[src/design/wis_pkg.sv]
// Shared types and constants for the weighted interleave sequencer.
package wis_pkg;

    localparam int NUM_SOURCES    = 4;
    localparam int WEIGHT_W       = 7;
    localparam int TOTAL_W        = WEIGHT_W + $clog2(NUM_SOURCES);
    localparam int SRC_W          = $clog2(NUM_SOURCES);
    localparam int SLOT_FIELD_W   = 5;
    localparam int SLOT_COUNT_DEF = 24;
    localparam int QUEUE_DEPTH    = 2;
    localparam int QPTR_W         = $clog2(QUEUE_DEPTH);
    localparam int QCNT_W         = $clog2(QUEUE_DEPTH + 1);

    typedef logic [WEIGHT_W-1:0] weight_t;

    typedef struct packed {
        weight_t weight_3;
        weight_t weight_2;
        weight_t weight_1;
        weight_t weight_0;
    } in_word_t;

    typedef struct packed {
        logic [SLOT_FIELD_W-1:0] slot_index;
        logic [SRC_W-1:0]        source_index;
        logic                    last_slot;
    } out_word_t;

    typedef struct packed {
        weight_t [NUM_SOURCES-1:0] weights;
        logic [TOTAL_W-1:0]        total;
    } job_t;

    typedef enum logic {
        SEQ_IDLE,
        SEQ_RUN
    } seq_state_t;

endpackage

[src/design/wis_front.sv]
// Front end: accept weight words, sum them, drop all-zero words, queue jobs.
module wis_front (
    input  logic            clk,
    input  logic            rst_n,
    input  logic            push,
    output logic            full,
    input  wis_pkg::in_word_t in_data,
    output logic            job_valid,
    input  logic            job_ready,
    output wis_pkg::job_t   job
);
    import wis_pkg::*;

    job_t              mem_reg [QUEUE_DEPTH];
    logic [QPTR_W-1:0] wr_ptr_reg;
    logic [QPTR_W-1:0] wr_ptr_next;
    logic [QPTR_W-1:0] rd_ptr_reg;
    logic [QPTR_W-1:0] rd_ptr_next;
    logic [QCNT_W-1:0] count_reg;
    logic [QCNT_W-1:0] count_next;
    job_t              incoming;
    logic              accept;
    logic              keep;
    logic              take;

    always_comb
    begin
        incoming.weights[0] = in_data.weight_0;
        incoming.weights[1] = in_data.weight_1;
        incoming.weights[2] = in_data.weight_2;
        incoming.weights[3] = in_data.weight_3;
        incoming.total      = TOTAL_W'(in_data.weight_0) + TOTAL_W'(in_data.weight_1)
                            + TOTAL_W'(in_data.weight_2) + TOTAL_W'(in_data.weight_3);
    end

    assign full      = (count_reg == QCNT_W'(QUEUE_DEPTH));
    assign accept    = push && !full;
    assign keep      = accept && (incoming.total != '0);
    assign job_valid = (count_reg != '0);
    assign take      = job_valid && job_ready;
    assign job       = mem_reg[rd_ptr_reg];

    always_comb
    begin
        wr_ptr_next = keep ? wr_ptr_reg + 1'b1 : wr_ptr_reg;
        rd_ptr_next = take ? rd_ptr_reg + 1'b1 : rd_ptr_reg;
        count_next  = count_reg;
        if (keep && !take)
        begin
            count_next = count_reg + 1'b1;
        end
        else if (take && !keep)
        begin
            count_next = count_reg - 1'b1;
        end
    end

    always_ff @(posedge clk or negedge rst_n)
    begin
        if (!rst_n)
        begin
            wr_ptr_reg <= '0;
            rd_ptr_reg <= '0;
            count_reg  <= '0;
        end
        else
        begin
            wr_ptr_reg <= wr_ptr_next;
            rd_ptr_reg <= rd_ptr_next;
            count_reg  <= count_next;
        end
    end

    always_ff @(posedge clk)
    begin
        if (keep)
        begin
            mem_reg[wr_ptr_reg] <= incoming;
        end
    end

endmodule

[src/design/wis_back.sv]
// Back end: run the slot sequence of one job and queue the result words.
module wis_back #(
    parameter int SLOT_COUNT = wis_pkg::SLOT_COUNT_DEF
) (
    input  logic               clk,
    input  logic               rst_n,
    input  logic               job_valid,
    output logic               job_ready,
    input  wis_pkg::job_t      job,
    output logic               empty,
    input  logic               pop,
    output wis_pkg::out_word_t out_data
);
    import wis_pkg::*;

    localparam int SLOT_W  = (SLOT_COUNT > 1) ? $clog2(SLOT_COUNT) : 1;
    localparam int SCORE_W = TOTAL_W + $clog2(SLOT_COUNT + 1) + 1;

    seq_state_t                state_reg;
    seq_state_t                state_next;
    weight_t                   weights_reg [NUM_SOURCES];
    logic [TOTAL_W-1:0]        total_reg;
    logic signed [SCORE_W-1:0] score_reg [NUM_SOURCES];
    logic [SLOT_W-1:0]         slot_reg;
    logic signed [SCORE_W-1:0] best;
    logic                      found;
    logic [SRC_W-1:0]          winner;
    logic                      load;
    logic                      emit;
    logic                      last;
    logic [31:0]               slot_wide;
    out_word_t                 word;

    out_word_t                 ofifo_reg [QUEUE_DEPTH];
    logic [QPTR_W-1:0]         owr_reg;
    logic [QPTR_W-1:0]         owr_next;
    logic [QPTR_W-1:0]         ord_reg;
    logic [QPTR_W-1:0]         ord_next;
    logic [QCNT_W-1:0]         ocnt_reg;
    logic [QCNT_W-1:0]         ocnt_next;
    logic                      ofull;
    logic                      otake;

    // pick the largest score among live sources, lowest index on ties
    always_comb
    begin
        best   = '0;
        found  = 1'b0;
        winner = '0;
        for (int i = 0; i < NUM_SOURCES; i++)
        begin
            if ((weights_reg[i] != '0) && (!found || (score_reg[i] > best)))
            begin
                best   = score_reg[i];
                winner = SRC_W'(i);
                found  = 1'b1;
            end
        end
    end

    assign last      = (slot_reg == SLOT_W'(SLOT_COUNT - 1));
    assign slot_wide = 32'(slot_reg);

    always_comb
    begin
        state_next = state_reg;
        unique case (state_reg)
            SEQ_IDLE:
            begin
                if (job_valid)
                begin
                    state_next = SEQ_RUN;
                end
            end
            SEQ_RUN:
            begin
                if (!ofull && last)
                begin
                    state_next = SEQ_IDLE;
                end
            end
            default:
            begin
                state_next = SEQ_IDLE;
            end
        endcase
    end

    always_comb
    begin
        job_ready = 1'b0;
        emit      = 1'b0;
        unique case (state_reg)
            SEQ_IDLE:
            begin
                job_ready = 1'b1;
            end
            SEQ_RUN:
            begin
                emit = !ofull;
            end
            default:
            begin
                job_ready = 1'b0;
            end
        endcase
    end

    assign load = job_valid && job_ready;

    always_ff @(posedge clk or negedge rst_n)
    begin
        if (!rst_n)
        begin
            state_reg <= SEQ_IDLE;
        end
        else
        begin
            state_reg <= state_next;
        end
    end

    // advance scores: every source gains its weight, the winner pays the total
    always_ff @(posedge clk)
    begin
        if (load)
        begin
            for (int i = 0; i < NUM_SOURCES; i++)
            begin
                weights_reg[i] <= job.weights[i];
                score_reg[i]   <= SCORE_W'(job.weights[i]);
            end
            total_reg <= job.total;
            slot_reg  <= '0;
        end
        else if (emit)
        begin
            for (int i = 0; i < NUM_SOURCES; i++)
            begin
                if (winner == SRC_W'(i))
                begin
                    score_reg[i] <= score_reg[i] + SCORE_W'(weights_reg[i])
                                  - SCORE_W'(total_reg);
                end
                else
                begin
                    score_reg[i] <= score_reg[i] + SCORE_W'(weights_reg[i]);
                end
            end
            slot_reg <= slot_reg + 1'b1;
        end
    end

    always_comb
    begin
        word.slot_index   = slot_wide[SLOT_FIELD_W-1:0];
        word.source_index = winner;
        word.last_slot    = last;
    end

    assign ofull    = (ocnt_reg == QCNT_W'(QUEUE_DEPTH));
    assign empty    = (ocnt_reg == '0);
    assign otake    = pop && !empty;
    assign out_data = ofifo_reg[ord_reg];

    always_comb
    begin
        owr_next  = emit ? owr_reg + 1'b1 : owr_reg;
        ord_next  = otake ? ord_reg + 1'b1 : ord_reg;
        ocnt_next = ocnt_reg;
        if (emit && !otake)
        begin
            ocnt_next = ocnt_reg + 1'b1;
        end
        else if (otake && !emit)
        begin
            ocnt_next = ocnt_reg - 1'b1;
        end
    end

    always_ff @(posedge clk or negedge rst_n)
    begin
        if (!rst_n)
        begin
            owr_reg  <= '0;
            ord_reg  <= '0;
            ocnt_reg <= '0;
        end
        else
        begin
            owr_reg  <= owr_next;
            ord_reg  <= ord_next;
            ocnt_reg <= ocnt_next;
        end
    end

    always_ff @(posedge clk)
    begin
        if (emit)
        begin
            ofifo_reg[owr_reg] <= word;
        end
    end

endmodule

[src/design/weighted_interleave_sequencer.sv]
// Each weight word with a nonzero total yields SLOT_COUNT result words, one per
// clock while the result side keeps up, once the job has been loaded; a new job
// is loaded in the cycle after the last slot of the previous one is produced.
// The rate is set by the slot sequencer, which scores all sources in parallel
// each slot and keeps running deficits instead of multiplying. Words whose
// weights are all zero are dropped at the input and yield no results. A two-deep
// job queue sits between input and sequencer and a two-deep result queue at
// the output.
module weighted_interleave_sequencer #(
    parameter int SLOT_COUNT = wis_pkg::SLOT_COUNT_DEF
) (
    input  logic               clk,
    input  logic               rst_n,
    input  logic               push,
    output logic               full,
    input  wis_pkg::in_word_t  in_data,
    output logic               empty,
    input  logic               pop,
    output wis_pkg::out_word_t out_data
);
    import wis_pkg::*;

    logic job_valid;
    logic job_ready;
    job_t job;

    wis_front u_front (
        .clk       (clk),
        .rst_n     (rst_n),
        .push      (push),
        .full      (full),
        .in_data   (in_data),
        .job_valid (job_valid),
        .job_ready (job_ready),
        .job       (job)
    );

    wis_back #(
        .SLOT_COUNT (SLOT_COUNT)
    ) u_back (
        .clk       (clk),
        .rst_n     (rst_n),
        .job_valid (job_valid),
        .job_ready (job_ready),
        .job       (job),
        .empty     (empty),
        .pop       (pop),
        .out_data  (out_data)
    );

endmodule

[config.mk]
export PLATFORM = sky130hd
export DESIGN_NAME = weighted_interleave_sequencer
export DESIGN_NICKNAME = d
export VERILOG_FILES = /design/src/design/wis_pkg.sv /design/src/design/wis_front.sv /design/src/design/wis_back.sv /design/src/design/weighted_interleave_sequencer.sv
export SDC_FILE = /design/constraint.sdc
export NUM_CORES = 1
export LEC_CHECK = 0
export BUFFER_PORTS_ARGS = -buffer_cell sky130_fd_sc_hd__buf_2
export CAP_MARGIN = 10
export CORE_AREA = 4 4 222 224
export DETAILED_ROUTE_END_ITERATION = 6
export DIE_AREA = 0 0 226 228
export HOLD_SLACK_MARGIN = 0.1
export SLEW_MARGIN = 40
export SYNTH_ARGS = -nofsm -noshare
export SYNTH_HDL_FRONTEND = slang
export SYNTH_SLANG_ARGS = --single-unit
[constraint.sdc]
create_clock -name clk -period 23.1 [get_ports clk]
set_input_delay 3.465 -clock clk [delete_from_list [all_inputs] [get_ports clk]]
set_output_delay 3.465 -clock clk [all_outputs]
set_load 0.01 [all_outputs]
==> impl_metrics.env <==
export IMPL_clockBufferDepth=3
export IMPL_syn_area_um2=13590
export IMPL_cts_buffers=25
export IMPL_cp_arrival_ns=8.21
export IMPL_synth_seq_cells=201
export IMPL_muxShareOfSynthArea_pct=6.896
export IMPL_grt_overflow_total=0
export IMPL_dr_total_vias=9683
export IMPL_gr_max_usage_layer="met2"
export IMPL_grt_use_total_pct=12.16
export IMPL_insertion_delay_ns=0.53
export IMPL_grt_met1_usage_pct=16.98
export IMPL_final_setup_tns_ns=0
export IMPL_cts_tree="done"
export IMPL_grt_max_degree=71
export IMPL_yosys_area_top_type="edfxtp_1"
export IMPL_port_buffers=41
export IMPL_cts_setup_buffers=0
export IMPL_post_route_util_pct=32.34
export IMPL_ios=42
export IMPL_ctsHoldBuffers=0
export IMPL_use_met2_pct=20.38
export IMPL_final_layout_size_suffix_gt1_share_pct=12.31
export IMPL_drc=0
export IMPL_synthToLayoutAreaGrowth_pct=12.66
export IMPL_antenna_left=0
export IMPL_grt_setup_unrepaired="no"
export IMPL_clock_sinks=201
export IMPL_finalWirelength_mm=32.02
export IMPL_first_iter_violations=559
export IMPL_status="complete, no violations"
export IMPL_path_common_cell="nor2_1"
export IMPL_ys_seq_area_share_pct=43.72
export IMPL_hold_class="reg -> reg"
export IMPL_nets=1499
export IMPL_crit_family="simple AND/OR/NAND/NOR gates"
export IMPL_synthTopCellsByCount="edfxtp_1, nor2_1, ha_1, inv_1, a21oi_1"
export IMPL_grt_pass1_wl_mm=50.72
export IMPL_slew_viol_final=0
export IMPL_whs_ns=0.5028
export IMPL_slew_headroom_pct=47.34
export IMPL_die_x_um=226
export IMPL_ys_top_cells_by_area="edfxtp_1, ha_1, mux2_2"
export IMPL_htree_levels=1
export IMPL_clockRootBuffer="clkbuf_16"
export IMPL_nFillCells=4777
export IMPL_ctsResizeCount=0
export IMPL_dp_hpwl_mm=24.31
export IMPL_worst_path_buf_inv=1
export IMPL_synthCells=1278
export IMPL_rows=80
export IMPL_synth_xor_area_share_pct=5.736
export IMPL_setup_viol=0
export IMPL_use_met3_pct=1.273
export IMPL_synth_compound_area_share_pct=12.08
export IMPL_crit_path_start_kind="register"
export IMPL_path_clk_slew_ns=0.06
export IMPL_yosys_area_share_adder_pct=14.11
export IMPL_synth_main_ff_cell="edfxtp_1"
export IMPL_worst_pin_slew_ns=0.7898
export IMPL_cp_end_kind="register"
export IMPL_synth_top_family_by_area="adder cells"
export IMPL_synth_cell_types=64
export IMPL_period_needed_ns=7.959
export IMPL_postSynth_asyncResetShare_pct=4.478
export IMPL_avgSynthCellArea_um2=10.63
export IMPL_n_antenna_cell=0
export IMPL_synth_simple_gate_area_share_pct=13.91
export IMPL_yosysMostFrequentCell="edfxtp_1"
export IMPL_hold_viol_final=0
export IMPL_crit_fanout=34
export IMPL_skew_ns=0.01803
export IMPL_vias_per_cell=4.953
export IMPL_drv_cap=0
export IMPL_dieArea_um2=51530
export IMPL_largest_reg_flops=74
export IMPL_crit_required_ns=23.35
export IMPL_grt_pass1_vias=9379
export IMPL_wl_per_cell_um=16.38
export IMPL_synth_top_area_share_pct=41.32
export IMPL_synth_fp_nets=1453
export IMPL_slowest_delay_ns=0.71
export IMPL_critPathSlowestCell="and2_1"
export IMPL_initial_core_util_pct=28.70
export IMPL_fin_crit_sh_pct=34.46
export IMPL_design_core_area_um2=47350
export IMPL_drt_pass1_iterations=5
export IMPL_synth_edf_count=187
export IMPL_die_y_um=228
export IMPL_fmax_mhz=125.6
export IMPL_antenna_found_initial=0
export IMPL_yosys_warnings=0
export IMPL_crit_type="reg -> reg"
export IMPL_gp_congestion=0.8516
## worst reg2reg max path, delay by kind of cell, from the launching register on
family,cells,cell delay [ns]
XOR/XNOR,1,0.17
adder cells (fa/ha/maj),3,0.78
flip-flops,1,0.42
AO/OA/AOI/OAI,8,2.42
AND/OR/NAND/NOR,13,3.23
buffers and inverters,1,0.36
multiplexers,1,0.34
## metrics by stage
step	cells	instance area, um2	setup slack [ns]
CTS	1955	15310	15.03
floorplan	1278	13590	14.77
global placement	1911	14510	15.06
finish	1955	15310	15.14
detailed placement	1912	14540	15.09
global route	1955	15310	14.43
## area by class of cell
class | count | area [um2] | share of cell area [%]
clock inverter | 14 | 131.4 | 0.8581
clock buffer | 29 | 640.6 | 4.184
timing repair buffer | 49 | 276.5 | 1.806
multi-input combinational | 950 | 7187 | 46.94
tap | 615 | 769.5 | 5.026
inverter | 97 | 364.1 | 2.378
sequential | 201 | 5941 | 38.80
## logic make-up after synthesis
logic type               Yosys count
XOR/XNOR                          89
AO/OA/AOI/OAI                    258
AND/OR/NAND/NOR                  374
buffers and inverters            127
flip-flops                       201
multiplexers                      86
adder cells (fa/ha/maj)          143
## cells in the final DEF, fill, tap and decap left out, types with 7 or more instances in the layout
cell,n
o21a_1,21
and2_1,12
nor2_1,129
a21oi_1,88
buf_2,41
a211oi_1,14
nor4_1,10
a31oi_1,20
nor3_1,33
nand2b_1,14
dfrtp_1,9
nand4_1,11
nor2b_1,9
mux2_2,61
o21ai_0,38
xor2_1,27
and3_1,8
ha_1,126
xnor2_1,62
clkbuf_16,25
mux2i_1,25
nand2_1,65
fa_1,17
a21boi_0,9
nor3b_1,10
inv_1,96
nand3_1,28
edfxtp_1,187
a21o_1,20
o211ai_1,8
o31a_1,7
## layer usage
metal  up-vias  part of all wire [%]
li1       4808                     -
met2       208                    48
met4         0                   1.7
met1      4632                    46
met5         -                     0
met3        35                   4.4
## final timing paths
path	endpoint	start	cells after the start	slack (ns)
worst max-delay path	u_back.score_reg[3][9]	u_back.weights_reg[0][3]	27	15.14
worst min-delay path	u_back.owr_reg	u_back.owr_reg	1	0.50
worst max register to register	u_back.score_reg[3][9]	u_back.weights_reg[0][3]	27	15.14
worst min register to register	u_back.owr_reg	u_back.owr_reg	1	0.50
max in group asynchronous	u_front.count_reg[0]	rst_n	1	20.13
min in group asynchronous	u_back.ocnt_reg[0]	rst_n	1	2.78
Power is left out: the tool's default activity adds up to more than one toggle a clock period on the data nets, which glitch-free logic cannot reach.
